## config.mk

```make
export PLATFORM = sky130hd
export DESIGN_NAME = eight_bit_cpu_execute_unit_core
export DESIGN_NICKNAME = d
export VERILOG_FILES = /design/src/design/ecu_pkg.sv /design/src/design/ecu_regfile.sv /design/src/design/ecu_dmem.sv /design/src/design/ecu_exec.sv /design/src/design/eight_bit_cpu_execute_unit_core.sv
export SDC_FILE = /design/constraint.sdc
export NUM_CORES = 2
export LEC_CHECK = 0
export BUFFER_PORTS_ARGS = -buffer_cell sky130_fd_sc_hd__buf_2
export CAP_MARGIN = 40
export CORE_MARGIN = 2
export CORE_UTILIZATION = 60
export DETAILED_ROUTE_END_ITERATION = 8
export HOLD_SLACK_MARGIN = 0.03
export PLACE_DENSITY_LB_ADDON = 0.08
export SLEW_MARGIN = 5
export SYNTH_ARGS = -nofsm -noshare
export SYNTH_HDL_FRONTEND = slang
export SYNTH_SLANG_ARGS = --single-unit
```

## constraint.sdc

```tcl
create_clock -name aclk -period 35.2 [get_ports aclk]
set_input_delay 10.56 -clock aclk [delete_from_list [all_inputs] [get_ports aclk]]
set_output_delay 10.56 -clock aclk [all_outputs]
set_load 0.01 [all_outputs]
```

## src/design/ecu_pkg.sv

```systemverilog
package ecu_pkg;

    localparam int REG_COUNT_DEF = 8;
    localparam int MEM_DEPTH_DEF = 256;

    localparam logic [3:0] MODE_ST   = 4'd0;
    localparam logic [3:0] MODE_LD   = 4'd1;
    localparam logic [3:0] MODE_STS  = 4'd2;
    localparam logic [3:0] MODE_LDS  = 4'd3;
    localparam logic [3:0] MODE_CALL = 4'd4;
    localparam logic [3:0] MODE_RET  = 4'd5;
    localparam logic [3:0] MODE_CLC  = 4'd6;
    localparam logic [3:0] MODE_SEC  = 4'd7;
    localparam logic [3:0] MODE_ROR  = 4'd8;
    localparam logic [3:0] MODE_ROL  = 4'd9;

    localparam int FLAG_V = 3;
    localparam int FLAG_N = 2;
    localparam int FLAG_Z = 1;
    localparam int FLAG_C = 0;

    localparam int DATA_MSB = 7;
    localparam int DATA_MSB_M1 = 6;

    typedef struct packed {
        logic [7:0] pc;
        logic [3:0] flags;
        logic       mem_we;
        logic       mem_re;
        logic       pc_from_mem;
        logic       reg_from_mem;
        logic       reg_we;
        logic [7:0] mem_addr;
        logic [7:0] data;
        logic [7:0] reg_value;
    } ecu_result_t;

    typedef struct packed {
        logic       en;
        logic [7:0] value;
    } ecu_fwd_t;

endpackage

```

## src/design/ecu_regfile.sv

```systemverilog
module ecu_regfile #(
    parameter int REG_COUNT = 8
) (
    input  logic                         aclk,
    input  logic                         aresetn,
    input  logic                         we,
    input  logic [$clog2(REG_COUNT)-1:0] waddr,
    input  logic [7:0]                   wdata,
    input  logic                         re,
    input  logic [$clog2(REG_COUNT)-1:0] raddr_a,
    input  logic [$clog2(REG_COUNT)-1:0] raddr_b,
    input  ecu_pkg::ecu_fwd_t            fwd_a,
    input  ecu_pkg::ecu_fwd_t            fwd_b,
    output logic [7:0]                   rdata_a,
    output logic [7:0]                   rdata_b
);
    import ecu_pkg::*;

    logic [7:0] regs_reg [REG_COUNT];
    logic [7:0] rd_a_reg;
    logic [7:0] rd_b_reg;

    always_ff @(posedge aclk) begin
        if (!aresetn) begin
            for (int i = 0; i < REG_COUNT; i++) begin
                regs_reg[i] <= 8'd0;
            end
        end else if (we) begin
            regs_reg[waddr] <= wdata;
        end
    end

    // A forwarded value stands for a write that has not reached the array yet.
    always_ff @(posedge aclk) begin
        if (re) begin
            rd_a_reg <= fwd_a.en ? fwd_a.value : regs_reg[raddr_a];
            rd_b_reg <= fwd_b.en ? fwd_b.value : regs_reg[raddr_b];
        end
    end

    assign rdata_a = rd_a_reg;
    assign rdata_b = rd_b_reg;

endmodule

```

## src/design/ecu_dmem.sv

```systemverilog
module ecu_dmem #(
    parameter int MEM_DEPTH = 256
) (
    input  logic                         aclk,
    input  logic                         aresetn,
    input  logic                         we,
    input  logic [$clog2(MEM_DEPTH)-1:0] waddr,
    input  logic [7:0]                   wdata,
    input  logic                         re,
    input  logic [$clog2(MEM_DEPTH)-1:0] raddr,
    output logic [7:0]                   rdata
);
    import ecu_pkg::*;

    logic [7:0]           mem [MEM_DEPTH];
    logic [MEM_DEPTH-1:0] valid_reg;
    logic [7:0]           rd_reg;
    logic                 rd_valid_reg;

    always_ff @(posedge aclk) begin
        if (we) begin
            mem[waddr] <= wdata;
        end
        if (re) begin
            rd_reg <= mem[raddr];
        end
    end

    // An entry that was never written since reset reads as zero.
    always_ff @(posedge aclk) begin
        if (!aresetn) begin
            valid_reg    <= '0;
            rd_valid_reg <= 1'b0;
        end else begin
            if (we) begin
                valid_reg[waddr] <= 1'b1;
            end
            if (re) begin
                rd_valid_reg <= valid_reg[raddr];
            end
        end
    end

    assign rdata = rd_valid_reg ? rd_reg : 8'd0;

endmodule

```

## src/design/ecu_exec.sv

```systemverilog
module ecu_exec #(
    parameter int MEM_DEPTH = 256
) (
    input  logic [3:0]                   mode,
    input  logic [7:0]                   op_a,
    input  logic [7:0]                   op_b,
    input  logic [7:0]                   immediate,
    input  logic [7:0]                   next_pc,
    input  logic [3:0]                   flags_in,
    input  logic [$clog2(MEM_DEPTH)-1:0] sp_in,
    output logic [$clog2(MEM_DEPTH)-1:0] sp_next,
    output ecu_pkg::ecu_result_t         res
);
    import ecu_pkg::*;

    localparam int AW = $clog2(MEM_DEPTH);

    function automatic logic [255:0][AW-1:0] build_wrap();
        logic [255:0][AW-1:0] t;
        for (int i = 0; i < 256; i++) begin
            t[i] = AW'(i % MEM_DEPTH);
        end
        return t;
    endfunction

    localparam logic [255:0][AW-1:0] ADDR_WRAP = build_wrap();

    logic [7:0] rot;

    always_comb begin
        res             = '0;
        res.pc          = next_pc;
        res.flags       = flags_in;
        res.reg_value   = op_a;
        sp_next         = sp_in;
        rot             = 8'd0;
        case (mode)
            MODE_ST, MODE_STS: begin
                res.mem_addr = 8'(ADDR_WRAP[(mode == MODE_ST) ? op_b : immediate]);
                res.data     = op_a;
                res.mem_we   = 1'b1;
            end
            MODE_LD, MODE_LDS: begin
                res.mem_addr     = 8'(ADDR_WRAP[(mode == MODE_LD) ? op_b : immediate]);
                res.mem_re       = 1'b1;
                res.reg_from_mem = 1'b1;
                res.reg_we       = 1'b1;
            end
            MODE_CALL: begin
                res.mem_addr = 8'(sp_in);
                res.data     = next_pc;
                res.mem_we   = 1'b1;
                res.pc       = immediate;
                sp_next      = (sp_in == '0) ? AW'(MEM_DEPTH - 1) : sp_in - 1'b1;
            end
            MODE_RET: begin
                sp_next         = (sp_in == AW'(MEM_DEPTH - 1)) ? '0 : sp_in + 1'b1;
                res.mem_addr    = 8'(sp_next);
                res.mem_re      = 1'b1;
                res.pc_from_mem = 1'b1;
            end
            MODE_CLC: begin
                res.flags[FLAG_C] = 1'b0;
            end
            MODE_SEC: begin
                res.flags[FLAG_C] = 1'b1;
            end
            MODE_ROR: begin
                rot               = {flags_in[FLAG_C], op_a[DATA_MSB:1]};
                res.flags[FLAG_V] = op_a[DATA_MSB] ^ flags_in[FLAG_C];
                res.flags[FLAG_N] = flags_in[FLAG_C];
                res.flags[FLAG_Z] = (rot == 8'd0);
                res.flags[FLAG_C] = op_a[0];
                res.reg_value     = rot;
                res.reg_we        = 1'b1;
            end
            MODE_ROL: begin
                rot               = {op_a[DATA_MSB_M1:0], flags_in[FLAG_C]};
                res.flags[FLAG_V] = op_a[DATA_MSB] ^ op_a[DATA_MSB_M1];
                res.flags[FLAG_N] = op_a[DATA_MSB_M1];
                res.flags[FLAG_Z] = (rot == 8'd0);
                res.flags[FLAG_C] = op_a[DATA_MSB];
                res.reg_value     = rot;
                res.reg_we        = 1'b1;
            end
            default: begin
            end
        endcase
    end

endmodule

```

## src/design/eight_bit_cpu_execute_unit_core.sv

```systemverilog
// An accepted item is registered in the input stage and moves on to the result stage when that stage is free.
// Throughput: one item per cycle while m_ready is high; the input stage and the result stage hold one item each.
// The data memory read port is registered, so loads and returns finish in the result stage.
// Reset: synchronous, active low; registers, flags and memory valid bits clear, the stack
// pointer goes to the top of memory, and the block is ready in the first cycle after reset.
module eight_bit_cpu_execute_unit_core #(
    parameter int REG_COUNT = ecu_pkg::REG_COUNT_DEF,
    parameter int MEM_DEPTH = ecu_pkg::MEM_DEPTH_DEF
) (
    input  logic       aclk,
    input  logic       aresetn,
    input  logic       s_valid,
    output logic       s_ready,
    input  logic [3:0] s_mode,
    input  logic [2:0] s_reg_a,
    input  logic [2:0] s_reg_b,
    input  logic [7:0] s_immediate,
    input  logic [7:0] s_next_pc,
    output logic       m_valid,
    input  logic       m_ready,
    output logic [7:0] m_pc_out,
    output logic [3:0] m_flags,
    output logic       m_mem_write,
    output logic [7:0] m_mem_address,
    output logic [7:0] m_mem_data,
    output logic [7:0] m_reg_value
);
    import ecu_pkg::*;

    localparam int RIW = $clog2(REG_COUNT);
    localparam int AW  = $clog2(MEM_DEPTH);

    function automatic logic [7:0][RIW-1:0] build_reg_wrap();
        logic [7:0][RIW-1:0] t;
        for (int i = 0; i < 8; i++) begin
            t[i] = RIW'(i % REG_COUNT);
        end
        return t;
    endfunction

    localparam logic [7:0][RIW-1:0] REG_WRAP = build_reg_wrap();

    logic           s1_valid_reg;
    logic [3:0]     s1_mode_reg;
    logic [RIW-1:0] s1_ra_reg;
    logic [7:0]     s1_imm_reg;
    logic [7:0]     s1_npc_reg;
    logic           a_pend_reg;
    logic           b_pend_reg;

    logic           s2_valid_reg;
    ecu_result_t    s2_res_reg;
    logic [RIW-1:0] s2_ra_reg;

    logic [3:0]     flags_reg;
    logic [AW-1:0]  sp_reg;
    logic [AW-1:0]  sp_next;

    logic           s2_free;
    logic           s1_adv;
    logic           s_acc;
    logic [RIW-1:0] ra_in;
    logic [RIW-1:0] rb_in;
    logic [7:0]     rd_a;
    logic [7:0]     rd_b;
    logic [7:0]     op_a;
    logic [7:0]     op_b;
    logic [7:0]     mem_rdata;
    logic [7:0]     s2_reg_value;
    ecu_result_t    ex;
    ecu_fwd_t       fwd_a;
    ecu_fwd_t       fwd_b;
    logic           s1_hit_a;
    logic           s1_hit_b;
    logic           s2_hit_a;
    logic           s2_hit_b;

    assign s2_free = !s2_valid_reg || m_ready;
    assign s1_adv  = s1_valid_reg && s2_free;
    assign s_ready = !s1_valid_reg || s2_free;
    assign s_acc   = s_valid && s_ready;

    assign ra_in = REG_WRAP[s_reg_a];
    assign rb_in = REG_WRAP[s_reg_b];

    assign s2_reg_value = s2_res_reg.reg_from_mem ? mem_rdata : s2_res_reg.reg_value;

    // A load still in the input stage has no data yet; the next item picks it up
    // from the result stage, where that load then sits.
    assign s1_hit_a = s1_valid_reg && ex.reg_we && (s1_ra_reg == ra_in);
    assign s1_hit_b = s1_valid_reg && ex.reg_we && (s1_ra_reg == rb_in);
    assign s2_hit_a = s2_valid_reg && s2_res_reg.reg_we && (s2_ra_reg == ra_in);
    assign s2_hit_b = s2_valid_reg && s2_res_reg.reg_we && (s2_ra_reg == rb_in);

    assign fwd_a.en    = s1_hit_a || s2_hit_a;
    assign fwd_a.value = s1_hit_a ? ex.reg_value : s2_reg_value;
    assign fwd_b.en    = s1_hit_b || s2_hit_b;
    assign fwd_b.value = s1_hit_b ? ex.reg_value : s2_reg_value;

    assign op_a = a_pend_reg ? s2_reg_value : rd_a;
    assign op_b = b_pend_reg ? s2_reg_value : rd_b;

    ecu_regfile #(
        .REG_COUNT (REG_COUNT)
    ) u_regfile (
        .aclk    (aclk),
        .aresetn (aresetn),
        .we      (s2_valid_reg && m_ready && s2_res_reg.reg_we),
        .waddr   (s2_ra_reg),
        .wdata   (s2_reg_value),
        .re      (s_acc),
        .raddr_a (ra_in),
        .raddr_b (rb_in),
        .fwd_a   (fwd_a),
        .fwd_b   (fwd_b),
        .rdata_a (rd_a),
        .rdata_b (rd_b)
    );

    ecu_exec #(
        .MEM_DEPTH (MEM_DEPTH)
    ) u_exec (
        .mode      (s1_mode_reg),
        .op_a      (op_a),
        .op_b      (op_b),
        .immediate (s1_imm_reg),
        .next_pc   (s1_npc_reg),
        .flags_in  (flags_reg),
        .sp_in     (sp_reg),
        .sp_next   (sp_next),
        .res       (ex)
    );

    ecu_dmem #(
        .MEM_DEPTH (MEM_DEPTH)
    ) u_dmem (
        .aclk    (aclk),
        .aresetn (aresetn),
        .we      (s1_adv && ex.mem_we),
        .waddr   (ex.mem_addr[AW-1:0]),
        .wdata   (ex.data),
        .re      (s1_adv && ex.mem_re),
        .raddr   (ex.mem_addr[AW-1:0]),
        .rdata   (mem_rdata)
    );

    always_ff @(posedge aclk) begin
        if (!aresetn) begin
            s1_valid_reg <= 1'b0;
            s2_valid_reg <= 1'b0;
            flags_reg    <= 4'd0;
            sp_reg       <= AW'(MEM_DEPTH - 1);
        end else begin
            if (s_acc) begin
                s1_valid_reg <= 1'b1;
            end else if (s1_adv) begin
                s1_valid_reg <= 1'b0;
            end
            if (s1_adv) begin
                s2_valid_reg <= 1'b1;
                flags_reg    <= ex.flags;
                sp_reg       <= sp_next;
            end else if (m_ready) begin
                s2_valid_reg <= 1'b0;
            end
        end
    end

    always_ff @(posedge aclk) begin
        if (s_acc) begin
            s1_mode_reg <= s_mode;
            s1_ra_reg   <= ra_in;
            s1_imm_reg  <= s_immediate;
            s1_npc_reg  <= s_next_pc;
            a_pend_reg  <= s1_hit_a && ex.reg_from_mem;
            b_pend_reg  <= s1_hit_b && ex.reg_from_mem;
        end
        if (s1_adv) begin
            s2_res_reg <= ex;
            s2_ra_reg  <= s1_ra_reg;
        end
    end

    assign m_valid       = s2_valid_reg;
    assign m_pc_out      = s2_res_reg.pc_from_mem ? mem_rdata : s2_res_reg.pc;
    assign m_flags       = s2_res_reg.flags;
    assign m_mem_write   = s2_res_reg.mem_we;
    assign m_mem_address = s2_res_reg.mem_addr;
    assign m_mem_data    = s2_res_reg.mem_re ? mem_rdata : s2_res_reg.data;
    assign m_reg_value   = s2_reg_value;

endmodule

```

=== Word level (Yosys, flattened, before mapping) ===
Memories as Yosys holds them, arrays and structs flattened. A register that Yosys moved wholly into a read port is not among the register bits.
Cells that the tools add are included.

* Bits in registers: 356
* Memory bits (writable): 2112
* Bits in read-only memories: 4144
* Bits of input ports: 30
* Word-level logic and storage cells: 138
* Memories kept: 6

* Add/sub/neg operators: 2
* Magnitude comparators: 6
* Equality and inequality tests: 14
* Multiplexer cells: 47
* Bitwise operators: 3
* Reductions and logical operators: 35

{| class="wikitable"
|+ Memory list
! name !! words !! width !! read ports !! clocked after Yosys merged registers in !! write ports !! line !! source
|-
| (name not given) || 256 || 8 || 1 || 0 || 0 || ecu_exec.sv:44 || <nowiki>res.mem_addr = 8'(ADDR_WRAP[(mode == MODE_LD) ? op_b : immediate]);</nowiki>
|-
| (name not given) || 256 || 8 || 1 || 0 || 0 || ecu_exec.sv:39 || <nowiki>res.mem_addr = 8'(ADDR_WRAP[(mode == MODE_ST) ? op_b : immediate]);</nowiki>
|-
| u_dmem.mem || 256 || 8 || 1 || 1 || 1 || ecu_dmem.sv:15 || <nowiki>logic [7:0] mem [MEM_DEPTH];</nowiki>
|-
| u_regfile.regs_reg || 8 || 8 || 2 || 0 || 8 || ecu_regfile.sv:19 || <nowiki>logic [7:0] regs_reg [REG_COUNT];</nowiki>
|-
| (name not given) || 8 || 3 || 1 || 0 || 0 || eight_bit_cpu_execute_unit_core.sv:84 || <nowiki>assign rb_in = REG_WRAP[s_reg_b];</nowiki>
|-
| (name not given) || 8 || 3 || 1 || 0 || 0 || eight_bit_cpu_execute_unit_core.sv:83 || <nowiki>assign ra_in = REG_WRAP[s_reg_a];</nowiki>
|}

{| class="wikitable"
|+ Operators by type and width
! operator !! count
|-
| 256-bit OR || 1
|-
| 8-bit two-way mux || 18
|-
| 8-bit case mux with 2 select lines || 3
|-
| 8-bit case mux with 4 select lines || 1
|-
| 8-bit by 9-bit < comparator with 1-bit output, second input constant || 3
|-
| 8-bit zero test || 3
|-
| 1-bit two-way mux || 18
|-
| 4-bit by 3-bit equality test with 1-bit output, second input constant || 4
|-
| 1-bit logical AND || 15
|-
| 3-bit equality test || 4
|-
| 3-bit two-way mux || 3
|-
| 8-bit by 1-bit adder with 8-bit output, second input constant || 1
|-
| 1-bit binary-select mux with 8-bit select || 1
|-
| 1-bit demux with 8-bit select || 1
|-
| 4-bit by 2-bit equality test with 1-bit output, second input constant || 2
|-
| 4-bit equality test, second input constant || 2
|-
| 8-bit equality test, second input constant || 1
|-
| 8-bit by 1-bit greater-or-equal comparator with 1-bit output, second input constant || 1
|-
| 3-bit by 4-bit < comparator with 1-bit output, second input constant || 2
|-
| 8-bit OR reduction || 1
|-
| 8-bit by 1-bit subtractor with 8-bit output, second input constant || 1
|-
| 3-bit case mux with 2 select lines || 1
|-
| 2-bit nonzero test || 3
|-
| 3-bit OR reduction || 2
|-
| 9 further kinds || 15
|}

=== Depth between registers and ports, before layout ===
* Depth in word-level cells: 12
* Mapped depth: 17
* Depth with buffers taken out: 13

=== By module ===
From an unflattened synthesis, not the netlist that was laid out.

* Cells, all modules: 5058
* Area, all modules: 97104.4 um^2

{| class="wikitable"
|+ By module, submodules not included
! module !! instances !! cells each !! area an instance (um^2)
|-
| ecu_dmem || 1 || 4286 || 87995.6
|-
| ecu_regfile || 1 || 318 || 4222.8
|-
| eight_bit_cpu_execute_unit_core || 1 || 257 || 3562.2
|-
| ecu_exec || 1 || 197 || 1323.8
|}

=== Worst setup path before layout ===
Ideal clock, no wire load.

* Path kind: input port to output port
* Start: in m_ready
* End: out s_ready
* Arrival: 10.975 ns
* Slack: 13.665 ns
* Stages: 3
* Buffers on the path: 1
* Cell sequence: nor2b_1 > clkbuf_1 > nand2_1

* Cells in the longest elaborated chain, start to end: 2

{| class="wikitable"
|+ RTL lines
! item !! line !! source
|-
| from (decl) || eight_bit_cpu_execute_unit_core.sv:20 || <nowiki>input logic m_ready,</nowiki>
|-
| 1-bit logical OR || eight_bit_cpu_execute_unit_core.sv:78 || <nowiki>assign s2_free = !s2_valid_reg || m_ready;</nowiki>
|-
| 1-bit logical OR || eight_bit_cpu_execute_unit_core.sv:80 || <nowiki>assign s_ready = !s1_valid_reg || s2_free;</nowiki>
|-
| to (decl) || eight_bit_cpu_execute_unit_core.sv:13 || <nowiki>output logic s_ready,</nowiki>
|}

Every way passes these cells.

=== Worst setup path in the final report ===
Ends and elaborated chain as after synthesis.

==> run metrics <==
switching share of total power a little under a quarter; ys flop type edfxtp_1; Max Cap Viol 0; layout cells sized above 1 8.34%; CP max FO 7; number of remaining DRC errors 0; CP Launch Type input port; DRT antenna net count 0; post_cts resized 0; number of synthesized flops with an enable pin 2,205; final setup vio count 0; cell family with most CP delay simple AND/OR/NAND/NOR gates; top cells by area, synth edfxtp_1 65%, nand2_1 7.5%, dfxtp_1 5.3%; Max Slew Vio Count 0; min cycle time layout about 22 ns; I/O Buffers 68; io pins 69; Starting Density 60.3%; FF-to-FF setup slack 27.25 ns; Routed WL 289,000 um; Worst setup EP type primary output; Core Area roughly 170,000 um2; Worst EP arrival 11.42 ns; Max Fclk 45.5 MHz; TritonRoute pass-1 iters 7; routability cong. between 0.8 and 0.9; CP Data Required Time 24.64 ns; worst reg2reg startpoint s1_mode_reg[1]$_DFFE_PP_; # rows roughly 150; CTS Hold Bufs 0; Yosys warning count 0; chip width 416 um; Layout area overhead 9.89%; clock network fraction of design power 41.4%; combinational share of power slightly below 8%; global-route wire length before repair 422,000 um; Mapped Cells ~8,300; worst-path cell chain buf_2 -> nor2b_1 -> nand2_1 -> buf_2; antenna violations before repair 8; Syn Area/Cell 12.3 um2; largest net degree at the start of global routing 190; clk buf depth 3; Core Util, Final 66.3%; CTS sink count 2,476; Yosys reg bits 2,476; HP Class flop to flop; Via density 6.53; Vias between 60,000 and 70,000; register area share after synthesis a little over two thirds; cell taking the most area after synthesis edfxtp_1; Max VDD drop 0.0473 mV; postcts setup bufs 0; Post-Synthesis Cell Area a little over 100,000 um2; CP Buf/Inv Count 2; unrepaired setup endpoints after global routing no; H-tree depth 4; power per standard cell area 56.4 nW/um2; most common cell in the synthesized netlist edfxtp_1; Die Footprint roughly 170,000 um2; Commonest cells post-synth 2,205 x edfxtp_1, 2,048 x nand2_1, 1,001 x nand3_1; CP max stage cell nor2b_1; Hold Path Sink u_dmem.valid_reg[128]$_SDFFE_PN0P_; Clock Latency Late Sink 0.88 ns; initial drt markers 9,581; Cell variety after synth 76; TritonCTS clock tree done; hold path depth 1; WL/cell 27.3 um; share of the synthesized area in the top cell type 64.9%; Rel. slew slack between 20% and 30%; dpl hpwl 163,000 um; R2R depth 14; period utilisation layout 62.4%; actual slew at the worst max-slew pin 1.05 ns; Worst path max stage delay 0.45 ns; grt ovf 0; Root Driver clkbuf_16; async set or reset register ratio after synthesis 0%; max reg flops approximately 2,000; Final nets 8,176; reg2reg end u_dmem.rd_reg[4]$_DFFE_PP_; gr usage total 32.8%; Pleak 38.6 nW; syn nets approximately 8,400; TritonCTS Buffers 237; Worst Skew between 0.02 and 0.03 ns; die height between 400 and 500 um; cell-internal power 4.84 mW; hold wc startpoint u_dmem.valid_reg[128]$_SDFFE_PN0P_; vias in the first global route 64,300; Setup CP Type input port to primary output; endpoints failing hold 0; status completed; Reg clk slew, reported paths 0.06 ns; cell mode on critical path buf_2; Post-Route Setup TNS 0 ns; power share of the sequential group 50.8%; Psw around 1.5 mW
==> layout make-up <==
type	count	area [um2]
fillers	12300	57100
clock inverters	110	1340
flip-flops and latches	2476	71600
multi-input cells	4991	26700
repair buffers	239	2070
clock buffers	343	6700
diodes	7	17.5
well taps	2218	2780
inverters	198	776
==> kinds of logic after synthesis <==
logic type                 synth area share [%]
adders and majority gates                0.0368
DFF                                        70.3
AOI/OAI and AO/OA                          9.54
and+or+nand+nor                            14.9
muxes                                      1.41
buffers and inverters                      3.74
xor gates and xnor gates                  0.146
==> per-stage QoR <==
stage / area (um2) / hold slack [ns] / instances / setup slack, ns / power [mW]
6_report: 112000 / 0.465 / 10600 / 13.22 / 6.32
3_3_place_gp: 103000 / 0.446 / 10100 / 13.17 / 3.74
4_1_cts: 112000 / 0.466 / 10600 / 13.23 / 6.32
2_1_floorplan: 102000 / 0.440 / 8320 / 13.66 / 3.57
3_5_place_dp: 104000 / 0.453 / 10100 / 13.23 / 3.75
5_1_grt: 112000 / 0.473 / 10600 / 13.12 / 6.47
==> cell usage in the layout, fill, tap and decap left out, types with 11 or more instances in the layout <==
cell / netlist / final
a211oi_1: 356 / 356
a21oi_1: 67 / 66
a311oi_1: 381 / 381
a31oi_1: 75 / 75
and2_1: 20 / 18
and3_1: 35 / 34
buf_12: 0 / 21
buf_2: 325 / 77
buf_4: 47 / 126
bufinv_16: 0 / 27
clkbuf_1: 234 / 73
clkbuf_16: 0 / 241
clkbuf_8: 0 / 29
clkinv_1: 3 / 25
clkinv_2: 0 / 43
dfxtp_1: 271 / 271
edfxtp_1: 2205 / 2205
inv_1: 192 / 190
mux2_2: 19 / 19
mux2i_1: 50 / 50
mux4_2: 32 / 32
nand2_1: 2048 / 2032
nand2_2: 0 / 16
nand3_1: 1001 / 1001
nor2_1: 401 / 400
nor3_1: 32 / 32
o211ai_1: 11 / 11
o21a_1: 259 / 259
o21ai_0: 40 / 40
xor2_1: 14 / 14
==> power by group through the flow <==
stage	logic, mW	registers, mW	clock network [mW]
6_report	0.491	3.21	2.62
5_1_grt	0.516	3.21	2.75
4_1_cts	0.480	3.21	2.63
3_5_place_dp	0.478	3.27	0
3_3_place_gp	0.468	3.27	0
2_1_floorplan	0.294	3.28	0
==> layer usage <==
| metal | share of wire, % | GRT usage, % |
|---|---|---|
| met1 | 40 | 46.7 |
| met2 | 46 | 50.3 |
| met3 | 11 | 6.50 |
| met4 | 3.9 | 12.4 |
| met5 | 0.070 | 0.667 |
==> worst max path at each step <==
| stage | startpoint | end | slack (ns) | depth (start not counted) |
|---|---|---|---|---|
| after floorplan | m_ready | s_ready | 13.66 | 3 |
| after global placement | m_ready | s_ready | 13.17 | 4 |
| after detailed placement | m_ready | s_ready | 13.23 | 4 |
| after CTS | m_ready | s_ready | 13.23 | 4 |
| after global routing | m_ready | s_ready | 13.12 | 4 |
| final | m_ready | s_ready | 13.22 | 4 |
No activity file was read; power rests on OpenSTA's default activity.
